$ cat config.mk
export PLATFORM = sky130hd
export DESIGN_NAME = access_rights_table
export DESIGN_NICKNAME = d
export VERILOG_FILES = /design/src/hw/rtl/acl_pkg.sv /design/src/hw/rtl/acl_ram.sv /design/src/hw/rtl/acl_ctrl.sv /design/src/hw/rtl/acl_dp.sv /design/src/hw/rtl/access_rights_table.sv
export SDC_FILE = /design/constraint.sdc
export NUM_CORES = 2
export LEC_CHECK = 0
export BUFFER_PORTS_ARGS = -buffer_cell sky130_fd_sc_hd__buf_4
export CAP_MARGIN = 15
export CORE_ASPECT_RATIO = 1.75
export CORE_UTILIZATION = 55
export CTS_CLUSTER_SIZE = 10
export DETAILED_ROUTE_END_ITERATION = 10
export PLACE_DENSITY = 0.76
export SETUP_SLACK_MARGIN = 0.05
export SYNTH_ARGS = -nofsm -noshare
export SYNTH_HDL_FRONTEND = slang
export SYNTH_HIERARCHICAL = 1
export SYNTH_SLANG_ARGS = --single-unit
$ cat constraint.sdc
create_clock -name clk -period 17.7 [get_ports clk]
set_input_delay 0.885 -clock clk [delete_from_list [all_inputs] [get_ports clk]]
set_output_delay 0.885 -clock clk [all_outputs]
set_load 0.01 [all_outputs]
$ cat src/hw/rtl/acl_pkg.sv
// Shared types and constants for the access rights table.
`default_nettype none
package acl_pkg;

  localparam int ENTRIES = 16;
  localparam int IDX_W   = (ENTRIES > 1) ? $clog2(ENTRIES) : 1;
  localparam int CNT_W   = $clog2(ENTRIES + 1);

  localparam logic [1:0] MODE_GRANT  = 2'd0;
  localparam logic [1:0] MODE_DENY   = 2'd1;
  localparam logic [1:0] MODE_REVOKE = 2'd2;
  localparam logic [1:0] MODE_CHECK  = 2'd3;

  localparam logic [1:0] ST_OK        = 2'd0;
  localparam logic [1:0] ST_NOT_FOUND = 2'd1;
  localparam logic [1:0] ST_FULL      = 2'd2;

  typedef struct packed {
    logic [63:0] key;
    logic [31:0] allow;
    logic [31:0] deny;
  } acl_entry_t;

  localparam int ENTRY_W = $bits(acl_entry_t);

  typedef struct packed {
    logic start;
    logic step;
  } acl_cmd_t;

  typedef struct packed {
    logic done;
  } acl_sts_t;

endpackage
`default_nettype wire

$ cat src/hw/rtl/acl_ram.sv
// Generic single-write, single-read RAM with registered read data.
`default_nettype none
module acl_ram #(
  parameter int WIDTH = 8,
  parameter int DEPTH = 16,
  localparam int AW = (DEPTH > 1) ? $clog2(DEPTH) : 1
) (
  input  wire logic             clk,
  input  wire logic             we,
  input  wire logic [AW-1:0]    waddr,
  input  wire logic [WIDTH-1:0] wdata,
  input  wire logic             re,
  input  wire logic [AW-1:0]    raddr,
  output logic      [WIDTH-1:0] rdata
);

  logic [WIDTH-1:0] mem [DEPTH];

  always_ff @(posedge clk) begin
    if (we) begin
      mem[waddr] <= wdata;
    end
    if (re) begin
      rdata <= mem[raddr];
    end
  end

endmodule
`default_nettype wire

$ cat src/hw/rtl/acl_ctrl.sv
// Controller: accepts an item, sequences the table scan, owns output valid.
`default_nettype none
module acl_ctrl import acl_pkg::*; (
  input  wire logic     clk,
  input  wire logic     rst,
  input  wire logic     in_valid,
  output logic          in_ready,
  output logic          out_valid,
  input  wire logic     out_ready,
  output acl_cmd_t      cmd,
  input  wire acl_sts_t sts
);

  localparam logic S_IDLE = 1'b0;
  localparam logic S_SCAN = 1'b1;

  logic state;
  logic state_next;
  logic out_valid_next;
  logic finish;

  assign in_ready  = (state == S_IDLE);
  assign cmd.start = in_valid && in_ready;
  assign cmd.step  = (state == S_SCAN) && !(out_valid && !out_ready);
  assign finish    = cmd.step && sts.done;

  always_comb begin
    state_next = state;
    unique case (state)
      S_IDLE: begin
        if (cmd.start) begin
          state_next = S_SCAN;
        end
      end
      S_SCAN: begin
        if (finish) begin
          state_next = S_IDLE;
        end
      end
      default: state_next = S_IDLE;
    endcase
  end

  always_comb begin
    out_valid_next = out_valid;
    priority if (finish) begin
      out_valid_next = 1'b1;
    end else if (out_ready) begin
      out_valid_next = 1'b0;
    end
  end

  always_ff @(posedge clk) begin
    if (rst) begin
      state     <= S_IDLE;
      out_valid <= 1'b0;
    end else begin
      state     <= state_next;
      out_valid <= out_valid_next;
    end
  end

endmodule
`default_nettype wire

$ cat src/hw/rtl/acl_dp.sv
// Datapath: command registers, entry scan, table update and result register.
`default_nettype none
module acl_dp import acl_pkg::*; (
  input  wire logic        clk,
  input  wire logic        rst,
  input  wire acl_cmd_t    cmd,
  output acl_sts_t         sts,
  input  wire logic [1:0]  mode,
  input  wire logic [63:0] key,
  input  wire logic [31:0] rights,
  output logic      [1:0]  status,
  output logic             granted
);

  logic [1:0]       mode_q;
  logic [63:0]      key_q;
  logic [31:0]      rights_q;
  logic [CNT_W-1:0] cnt;
  logic [CNT_W-1:0] used;
  logic             pend;
  logic [IDX_W-1:0] pidx;

  acl_entry_t       rd_ent;
  acl_entry_t       wr_ent;
  logic             we;
  logic [IDX_W-1:0] waddr;
  logic             scan_more;
  logic             match;
  logic             miss;
  logic             finish;
  logic             full;
  logic [1:0]       status_next;
  logic             granted_next;
  logic             used_inc;

  assign scan_more = cnt < used;
  assign match     = pend && (rd_ent.key == key_q);
  assign miss      = !match && !scan_more;
  assign sts.done  = match || miss;
  assign finish    = cmd.step && sts.done;
  assign full      = (used == CNT_W'(ENTRIES));

  acl_ram #(
    .WIDTH(ENTRY_W),
    .DEPTH(ENTRIES)
  ) u_ram (
    .clk  (clk),
    .we   (we),
    .waddr(waddr),
    .wdata(wr_ent),
    .re   (cmd.step && scan_more),
    .raddr(cnt[IDX_W-1:0]),
    .rdata(rd_ent)
  );

  always_comb begin
    wr_ent       = rd_ent;
    we           = 1'b0;
    waddr        = pidx;
    status_next  = ST_OK;
    granted_next = 1'b0;
    used_inc     = 1'b0;
    if (match) begin
      unique case (mode_q)
        MODE_GRANT:  begin wr_ent.allow = rd_ent.allow | rights_q;  we = finish; end
        MODE_DENY:   begin wr_ent.deny  = rd_ent.deny | rights_q;   we = finish; end
        MODE_REVOKE: begin wr_ent.allow = rd_ent.allow & ~rights_q; we = finish; end
        MODE_CHECK:  begin
          granted_next = ((rd_ent.allow & rights_q) == rights_q) &&
                         ((rd_ent.deny & rights_q) == 32'd0);
        end
        default: ;
      endcase
    end else begin
      priority if (mode_q != MODE_GRANT) begin
        status_next = ST_NOT_FOUND;
      end else if (full) begin
        status_next = ST_FULL;
      end else begin
        wr_ent.key   = key_q;
        wr_ent.allow = rights_q;
        wr_ent.deny  = 32'd0;
        waddr        = used[IDX_W-1:0];
        we           = finish;
        used_inc     = finish;
      end
    end
  end

  always_ff @(posedge clk) begin
    if (cmd.start) begin
      mode_q   <= mode;
      key_q    <= key;
      rights_q <= rights;
    end
    if (cmd.step) begin
      pidx <= cnt[IDX_W-1:0];
    end
    if (finish) begin
      status  <= status_next;
      granted <= granted_next;
    end
  end

  always_ff @(posedge clk) begin
    if (rst) begin
      cnt  <= '0;
      pend <= 1'b0;
      used <= '0;
    end else begin
      if (cmd.start) begin
        cnt  <= '0;
        pend <= 1'b0;
      end else if (cmd.step) begin
        if (scan_more) begin
          cnt <= cnt + 1'b1;
        end
        pend <= scan_more;
      end
      if (used_inc) begin
        used <= used + 1'b1;
      end
    end
  end

  a_used_bound: assert property (@(posedge clk) disable iff (rst)
    used <= CNT_W'(ENTRIES))
    else $error("entry count above table depth");

  a_cnt_bound: assert property (@(posedge clk) disable iff (rst)
    cnt <= used)
    else $error("scan index past used entries");

  a_used_grow: assert property (@(posedge clk) disable iff (rst)
    (used != $past(used)) |-> (used == CNT_W'($past(used) + 1'b1)))
    else $error("entry count changed by other than one");

  a_one_outcome: assert property (@(posedge clk) disable iff (rst)
    !(match && miss))
    else $error("scan reported hit and miss together");

endmodule
`default_nettype wire

$ cat src/hw/rtl/access_rights_table.sv
// Top level of the access rights table: controller plus scan datapath.
// Each item (grant, deny, revoke or check on a 64-bit key) looks the key up
// by scanning the used entries in order through the single read port of the
// entry RAM, one entry per cycle while the scan is not paused, stopping at the
// first hit. Grant on an absent key appends an entry; a full table reports
// status 2, an absent key otherwise status 1. The result sits in an output
// register, so a new item is accepted while the previous result waits; the
// scan pauses while that register is still occupied.
`default_nettype none
module access_rights_table import acl_pkg::*; (
  input  wire logic        clk,
  input  wire logic        rst,
  input  wire logic        in_valid,
  output logic             in_ready,
  input  wire logic [1:0]  mode,
  input  wire logic [63:0] key,
  input  wire logic [31:0] rights,
  output logic             out_valid,
  input  wire logic        out_ready,
  output logic      [1:0]  status,
  output logic             granted
);

  acl_cmd_t cmd;
  acl_sts_t sts;

  acl_ctrl u_ctrl (
    .clk      (clk),
    .rst      (rst),
    .in_valid (in_valid),
    .in_ready (in_ready),
    .out_valid(out_valid),
    .out_ready(out_ready),
    .cmd      (cmd),
    .sts      (sts)
  );

  acl_dp u_dp (
    .clk    (clk),
    .rst    (rst),
    .cmd    (cmd),
    .sts    (sts),
    .mode   (mode),
    .key    (key),
    .rights (rights),
    .status (status),
    .granted(granted)
  );

endmodule
`default_nettype wire
Word-level counts from Yosys, hierarchy flattened
Memories as Yosys holds them, arrays and structs flattened. A register that Yosys moved wholly into a read port is not among the register bits.
Cells that the tools add are included.
{"block": "totals", "input_bits": 102, "elab_cells": 74, "latch_bits": 0, "mem_count": 1, "ram_bits": 2048, "mem_bits_ro": 0, "output_inout_bits": 5, "reg_bits": 118}
{"block": "classes", "n_shift": 0, "bitwise": 7, "n_eq_ne": 6, "order_cmp": 1, "n_addsub": 2, "reduce_logical": 22, "div_mod_pow": 0, "muxes": 23, "mul": 0}
{"memory": "u_dp.u_ram.mem", "depth": 16, "width": 128, "rd": 1, "rd_clocked_by_memory_dff": 1, "write_ports": 1, "line": "acl_ram.sv:17", "source": "logic [WIDTH-1:0] mem [DEPTH];"}
{"cell": "128-bit two-way mux", "count": 2}
{"cell": "64-bit two-way mux", "count": 2}
{"cell": "32-bit bitwise AND", "count": 3}
{"cell": "64-bit == test", "count": 1}
{"cell": "32-bit OR", "count": 2}
{"cell": "32-bit case mux with 2 select lines", "count": 1}
{"cell": "32-bit == test", "count": 1}
{"cell": "32-bit logical NOT", "count": 1}
{"cell": "32-bit two-way mux", "count": 1}
{"cell": "32-bit inverter", "count": 1}
{"cell": "1-bit two-way mux", "count": 12}
{"cell": "4-bit two-way mux", "count": 3}
{"cell": "5-bit by 1-bit adder with 5-bit output, second input constant", "count": 2}
{"cell": "1-bit logical AND", "count": 8}
{"cell": "5-bit == test, second input constant", "count": 1}
{"cell": "5-bit less-than comparator", "count": 1}
{"cell": "2-bit == test, second input constant", "count": 2}
{"cell": "1-bit logical NOT", "count": 4}
{"cell": "2-bit AND reduction", "count": 2}
{"cell": "2-bit nonzero test", "count": 2}
{"cell": "2-bit OR reduction", "count": 2}
{"cell": "3-bit OR reduction", "count": 1}
{"cell": "2-bit by 1-bit == test with 1-bit output, second input constant", "count": 1}
{"cell": "2-bit logical NOT", "count": 1}
{"cell": "other kinds (4)", "count": 4}

Logic depth before layout (Yosys ltp)
{"block": "depth", "word_depth": 11, "depth_mapped": 11, "depth_no_buf": 10}

Hierarchy
The synthesis kept the hierarchy.
{"module": "acl_ram", "area_each_um2": 80744.9, "seq_area_each_um2": 65342.7, "instances": 1, "cells_each": 3354}
{"module": "acl_dp", "area_each_um2": 7328.3, "seq_area_each_um2": 3373.2, "instances": 1, "cells_each": 699}
{"module": "acl_ctrl", "area_each_um2": 95.1, "seq_area_each_um2": 40.0, "instances": 1, "cells_each": 10}

Worst setup path after synthesis
Ideal clock, no wire load.
{"block": "synth_path", "path_type": "flip-flop to flip-flop", "startpoint": "register u_dp.key_q[24]", "endpoint": "memory u_dp/u_ram/mem[0][0] (netlist name) (enable)", "path_stages_with_launch": 12, "t_required_ns": 16.928, "arrival_time_ns": 11.586, "setup_ns": 0.772, "setup_slack_ns": 5.342, "cell_sequence": "edfxtp_1 > inv_1 > o22ai_1 > a221o_1 > or4_1 > or4_4 > buf_2 > clkbuf_1 > a21oi_1 > o21a_1 > or3b_2 > nor3_1"}
{"block": "synth_via", "elab_chain_len": 11}
{"item": "start, declared", "line": "acl_dp.sv:16", "source": "logic [63:0] key_q;"}
{"item": "start signal, assigned", "line": "acl_dp.sv:93", "source": "key_q <= key;"}
{"item": "64-bit == test (*)", "line": "acl_dp.sv:37", "source": "assign match = pend && (rd_ent.key == key_q);"}
{"item": "1-bit logical AND (*)", "line": "acl_dp.sv:37"}
{"item": "1-bit logical NOT", "line": "acl_dp.sv:38", "source": "assign miss = !match && !scan_more;"}
{"item": "1-bit logical AND", "line": "acl_dp.sv:38"}
{"item": "1-bit logical OR", "line": "acl_dp.sv:39", "source": "assign sts.done = match || miss;"}
{"item": "1-bit logical AND", "line": "acl_dp.sv:40", "source": "assign finish = cmd.step && sts.done;"}
{"item": "1-bit two-way mux", "line": "acl_dp.sv:77", "source": "end else if (full) begin"}
{"item": "1-bit two-way mux", "line": "acl_dp.sv:75", "source": "priority if (mode_q != MODE_GRANT) begin"}
{"item": "1-bit two-way mux (*)", "line": "acl_dp.sv:63", "source": "if (match) begin"}
{"item": "net u_dp.we", "line": "acl_dp.sv:25", "source": "logic we;"}
{"item": "1-bit two-way mux (*)", "line": "acl_ram.sv:20", "source": "if (we) begin"}
{"item": "1-bit two-way mux (not written as such) (*)", "line": "acl_ram.sv:21", "source": "mem[waddr] <= wdata;"}
{"item": "end, declared", "line": "acl_ram.sv:17"}
Mark *: on every way through the listed nets, which the timed path passes. The rest lies on a longest branch.

Final worst setup path
{"block": "layout_path", "startpoint": "register u_dp.key_q[24]", "endpoint": "memory u_dp/u_ram/mem[15][82] (netlist name) (enable)"}
{"item": "64-bit == test", "line": "acl_dp.sv:37"}
{"item": "1-bit logical AND", "line": "acl_dp.sv:37"}
{"item": "4-bit two-way mux", "line": "acl_dp.sv:63"}
{"item": "net u_dp.waddr[1]", "line": "acl_dp.sv:26", "source": "logic [IDX_W-1:0] waddr;"}
The timed path passes the listed nets, and every way through them passes these cells.

==> impl_metrics.csv <==
group,metric,value,unit
sta,report.final.slew_viol_count,0,
cts,tritoncts.num_buffers,271,
power,seq_power_share,0.544,
sta,rsz_0062_raised_after_global_routing,"no",
final_layout,multiInputGateArea,18100,sq um
synth,synth-seq-cells,2294,
synth,postSynthNetCount,4172,
global_routing,grt_util_all_layers,0.279,
synth,synth.avg_cell_area,21.7,sq um
power,internal_power,8910,uW
setup_path,critPathCaptureType,"flop",
synth,synth_seq_area_share,0.780,
cts,cts_resized,0,
floorplan,chipHeight,532,um
place,place_ws,11.15,ns
power,comb_power_share,0.022,
synth,top_count_cell_post_synth,"sky130_fd_sc_hd__edfxtp_1",
floorplan,start_util,0.553,
cts,cts.hold.buffers_added,0,
cts,cts_post_setup_buffers_inserted,0,
detailed_routing,detail_route.wl_per_cell,35.2,um
detailed_routing,wirelength,227000,um
global_routing,grt_max_degree,112,
detailed_routing,drtPass1Iterations,7,
global_routing,first_global_vias,45628,
setup_path,timing.rr.start,"u_dp/key_q[24]$_DFFE_PP_",
synth,area_share_of_the_leading_cell_type_in_the_synthesized_netlist,0.777,
cts,clk-insertion-delay-late,0.80,ns
worst_hold_path,class_of_the_tightest_hold_or_removal_check,"primary input to flop",
power,ir_drop,0.0000685,V
cts,clock_root_cell,"sky130_fd_sc_hd__clkbuf_16",
worst_hold_path,hp-start,"rights[10]",
sta,slew-limit-headroom,0.212,
cts,clk_pin_slew_worst_paths,0.05,ns
final_layout,layout-drive-gt1-share,0.265,
synth,mappedNetlistArea,88200,sq um
sta,max_freq,149,MHz
floorplan,i_o_pins,107,
synth,synth_enable_flop_cells,2281,
setup_path,critical_path_peak_fanout,73,
synth,ys_top_cells_by_area,"sky130_fd_sc_hd__edfxtp_1 78%, sky130_fd_sc_hd__mux4_2 12%, sky130_fd_sc_hd__a22oi_1 1.9%",
synth,yosysTopAreaCell,"sky130_fd_sc_hd__edfxtp_1",
setup_path,ff2ff_path_depth,12,
synth,ys_dominant_reg_cell,"sky130_fd_sc_hd__edfxtp_1",
sta,setup_violations,0,
power,p_leak,0.0306,uW
detailed_routing,num_vias,44187,
power,clock_power_share,0.434,
global_routing,grt_pass1_wl,321000,um
setup_path,timing.critical_path.from,"u_dp/key_q[24]$_DFFE_PP_",
place,finalWeightedCongestion,0.862,
place,place.detailed.instances,6123,
sta,fin_crit_sh,0.380,
place,port_buffer_cells,106,
sta,finalCriticalPeriod,6.72,ns
synth,synth.yosys.warnings,6,
cts,max_clock_buf_depth,4,
floorplan,die_area,162000,sq um
floorplan,die_width,305,um
final_layout,layout_net_count,4447,
outcome,status,"completed",
detailed_routing,drt.antenna.violating_nets,0,
final_layout,final.fill_count,10242,
sta,worst_pin_slew,1.18,ns
sta,hold_violations,0,
setup_path,data_arrival_critical_path,7.13,ns
sta,finalWorstSetupSlack,10.98,ns
final_layout,flow.area_growth_from_synthesis,12.2,%
sta,finalClockSkew,0.0321,ns
worst_hold_path,hold_path_depth,1,
cts,cts-htree-levels,5,
power,net-switching-power,2190,uW
cts,clkSinkCount,2294,
synth,cell_count_after_synthesis,4063,
place,dpl.hpwl,123000,um
power,sw_frac_of_total,0.197,
synth,netlist-cell-type-count,53,
cts,cts_tree,"yes",
setup_path,startpoint_type,"flop",
floorplan,number_of_core_rows,194,
detailed_routing,drt_iter0_drc,5847,
floorplan,core-area,159000,sq um
detailed_routing,vias_per_instance,6.86,
synth,asyncSetResetFlopFracSynth,0,
global_routing,antenna_found_initial,10,
setup_path,timing.setup.critical_path_class,"flop to flop",
run,maxCapViolCount,0,
power,power-per-cell-area,112,nW/um^2
sta,setup_total_negative_slack,0,ns
synth,ys_top_cells_by_count,"2281 x sky130_fd_sc_hd__edfxtp_1, 479 x sky130_fd_sc_hd__mux4_2, 219 x sky130_fd_sc_hd__a22oi_1",
setup_path,crit_required,18.11,ns
global_routing,globalRoute.totalOverflow,0,
final_layout,sequential_cell_area,68800,sq um
final_layout,layout.cells.non_filler,6445,
detailed_routing,drc_errors,0,
## power by group through the flow
stage / clock network (uW) / registers [uW] / logic (uW)
5_1_grt: 5040 / 6040 / 256
2_1_floorplan: 0 / 6140 / 127
6_report: 4810 / 6040 / 248
3_5_place_dp: 0 / 6150 / 243
4_1_cts: 4860 / 6040 / 245
3_3_place_gp: 0 / 6150 / 237
## final cells by class
| type | instances | share of cell area |
|---|---|---|
| flip-flops and latches | 2294 | 0.695 |
| multi-input cells | 1458 | 0.183 |
| clock buffers | 306 | 0.0718 |
| well taps | 2058 | 0.0260 |
| repair buffers | 222 | 0.0177 |
| inverters | 91 | 0.00351 |
| clock inverters | 14 | 0.00191 |
| diodes | 2 | 0.0000506 |
## logic make-up (layout without fill, tap and decap cells)
| family | after synthesis | count (layout) | synth area share |
|---|---|---|---|
| AND/OR/NAND/NOR | 305 | 305 | 0.0175 |
| flip-flops | 2294 | 2294 | 0.780 |
| multiplexers | 632 | 632 | 0.142 |
| adder cells (fa/ha/maj) | 7 | 7 | 0.000993 |
| AO/OA/AOI/OAI | 464 | 464 | 0.0389 |
| buffers and inverters | 311 | 633 | 0.0163 |
| XOR/XNOR | 50 | 50 | 0.00497 |
| other | 0 | 2 | 0 |
## placed cells by master, fill, tap and decap left out, types with 8 or more instances in the layout
master                         n
sky130_fd_sc_hd__a221oi_1     15
sky130_fd_sc_hd__a222oi_1     33
sky130_fd_sc_hd__a22oi_1     219
sky130_fd_sc_hd__and3_1       32
sky130_fd_sc_hd__buf_4       215
sky130_fd_sc_hd__clkbuf_1     26
sky130_fd_sc_hd__clkbuf_16   280
sky130_fd_sc_hd__dfxtp_1       9
sky130_fd_sc_hd__edfxtp_1   2281
sky130_fd_sc_hd__inv_1        90
sky130_fd_sc_hd__inv_6         9
sky130_fd_sc_hd__mux2_2      127
sky130_fd_sc_hd__mux2i_1      26
sky130_fd_sc_hd__mux4_2      479
sky130_fd_sc_hd__nand2_1     115
sky130_fd_sc_hd__nand2b_1     27
sky130_fd_sc_hd__nand3_1       8
sky130_fd_sc_hd__nand4_1      23
sky130_fd_sc_hd__nor2_1       18
sky130_fd_sc_hd__nor2_4       13
sky130_fd_sc_hd__nor2b_1      23
sky130_fd_sc_hd__nor3_1       10
sky130_fd_sc_hd__o21a_1       32
sky130_fd_sc_hd__o21ai_0      76
sky130_fd_sc_hd__o221ai_1     25
sky130_fd_sc_hd__o31ai_1      33
sky130_fd_sc_hd__xnor2_1      41
sky130_fd_sc_hd__xor2_1        9
## final timing paths
kind                                 endpoint  slack (ns)
max          u_dp/u_ram/mem[15][82]$_DFFE_PP_       10.98
min               u_dp/rights_q[10]$_DFFE_PP_        0.26
max reg2reg  u_dp/u_ram/mem[15][82]$_DFFE_PP_       10.98
min reg2reg     u_ctrl/out_valid$_SDFFE_PP0P_        0.51
## per-stage QoR
| step | util | total power [uW] | hold WS, ns | area, sq um |
|---|---|---|---|---|
| 2_1_floorplan | - | 6270 | 0.450 | 88200 |
| 3_3_place_gp | 0.574 | 6380 | 0.488 | 91600 |
| 3_5_place_dp | 0.574 | 6390 | 0.505 | 91600 |
| 4_1_cts | 0.620 | 11100 | 0.220 | 98900 |
| 5_1_grt | 0.620 | 11300 | 0.251 | 98900 |
| 6_report | 0.620 | 11100 | 0.265 | 98900 |
## state kept, by name, summed over array words and instances (netlist names), 2 cells and up
register and count:
u_dp/pidx 4, u_dp/rights_q 32, u_dp/used 5, u_dp/mode_q 2, u_dp/u_ram/rdata 128, u_dp/status 2, u_dp/key_q 64, u_dp/u_ram/mem 2048
u_dp/cnt 5
## worst max-delay path, stage by stage, from the launching register on
cell,delay [ns]
sky130_fd_sc_hd__edfxtp_1,0.41
sky130_fd_sc_hd__inv_1,0.08
sky130_fd_sc_hd__o22ai_1,0.12
sky130_fd_sc_hd__a221o_1,0.27
sky130_fd_sc_hd__or4_1,0.58
sky130_fd_sc_hd__nor4_2,0.73
sky130_fd_sc_hd__buf_4,0.72
sky130_fd_sc_hd__o21ai_0,0.16
sky130_fd_sc_hd__o21ai_0,0.39
sky130_fd_sc_hd__nand2_1,0.48
sky130_fd_sc_hd__nor2_4,0.87
sky130_fd_sc_hd__buf_4,0.85
sky130_fd_sc_hd__buf_4,0.61
## per-layer routing
layer  GRT usage  vias to the layer above  wire [um]
li1            -                    17509          -
met1       0.339                    23052      75600
met2       0.486                     2990     118000
met3      0.0385                      630      19800
met4       0.145                        6      13100
met5           0                        -         36
No activity file was read; power rests on OpenSTA's default activity.
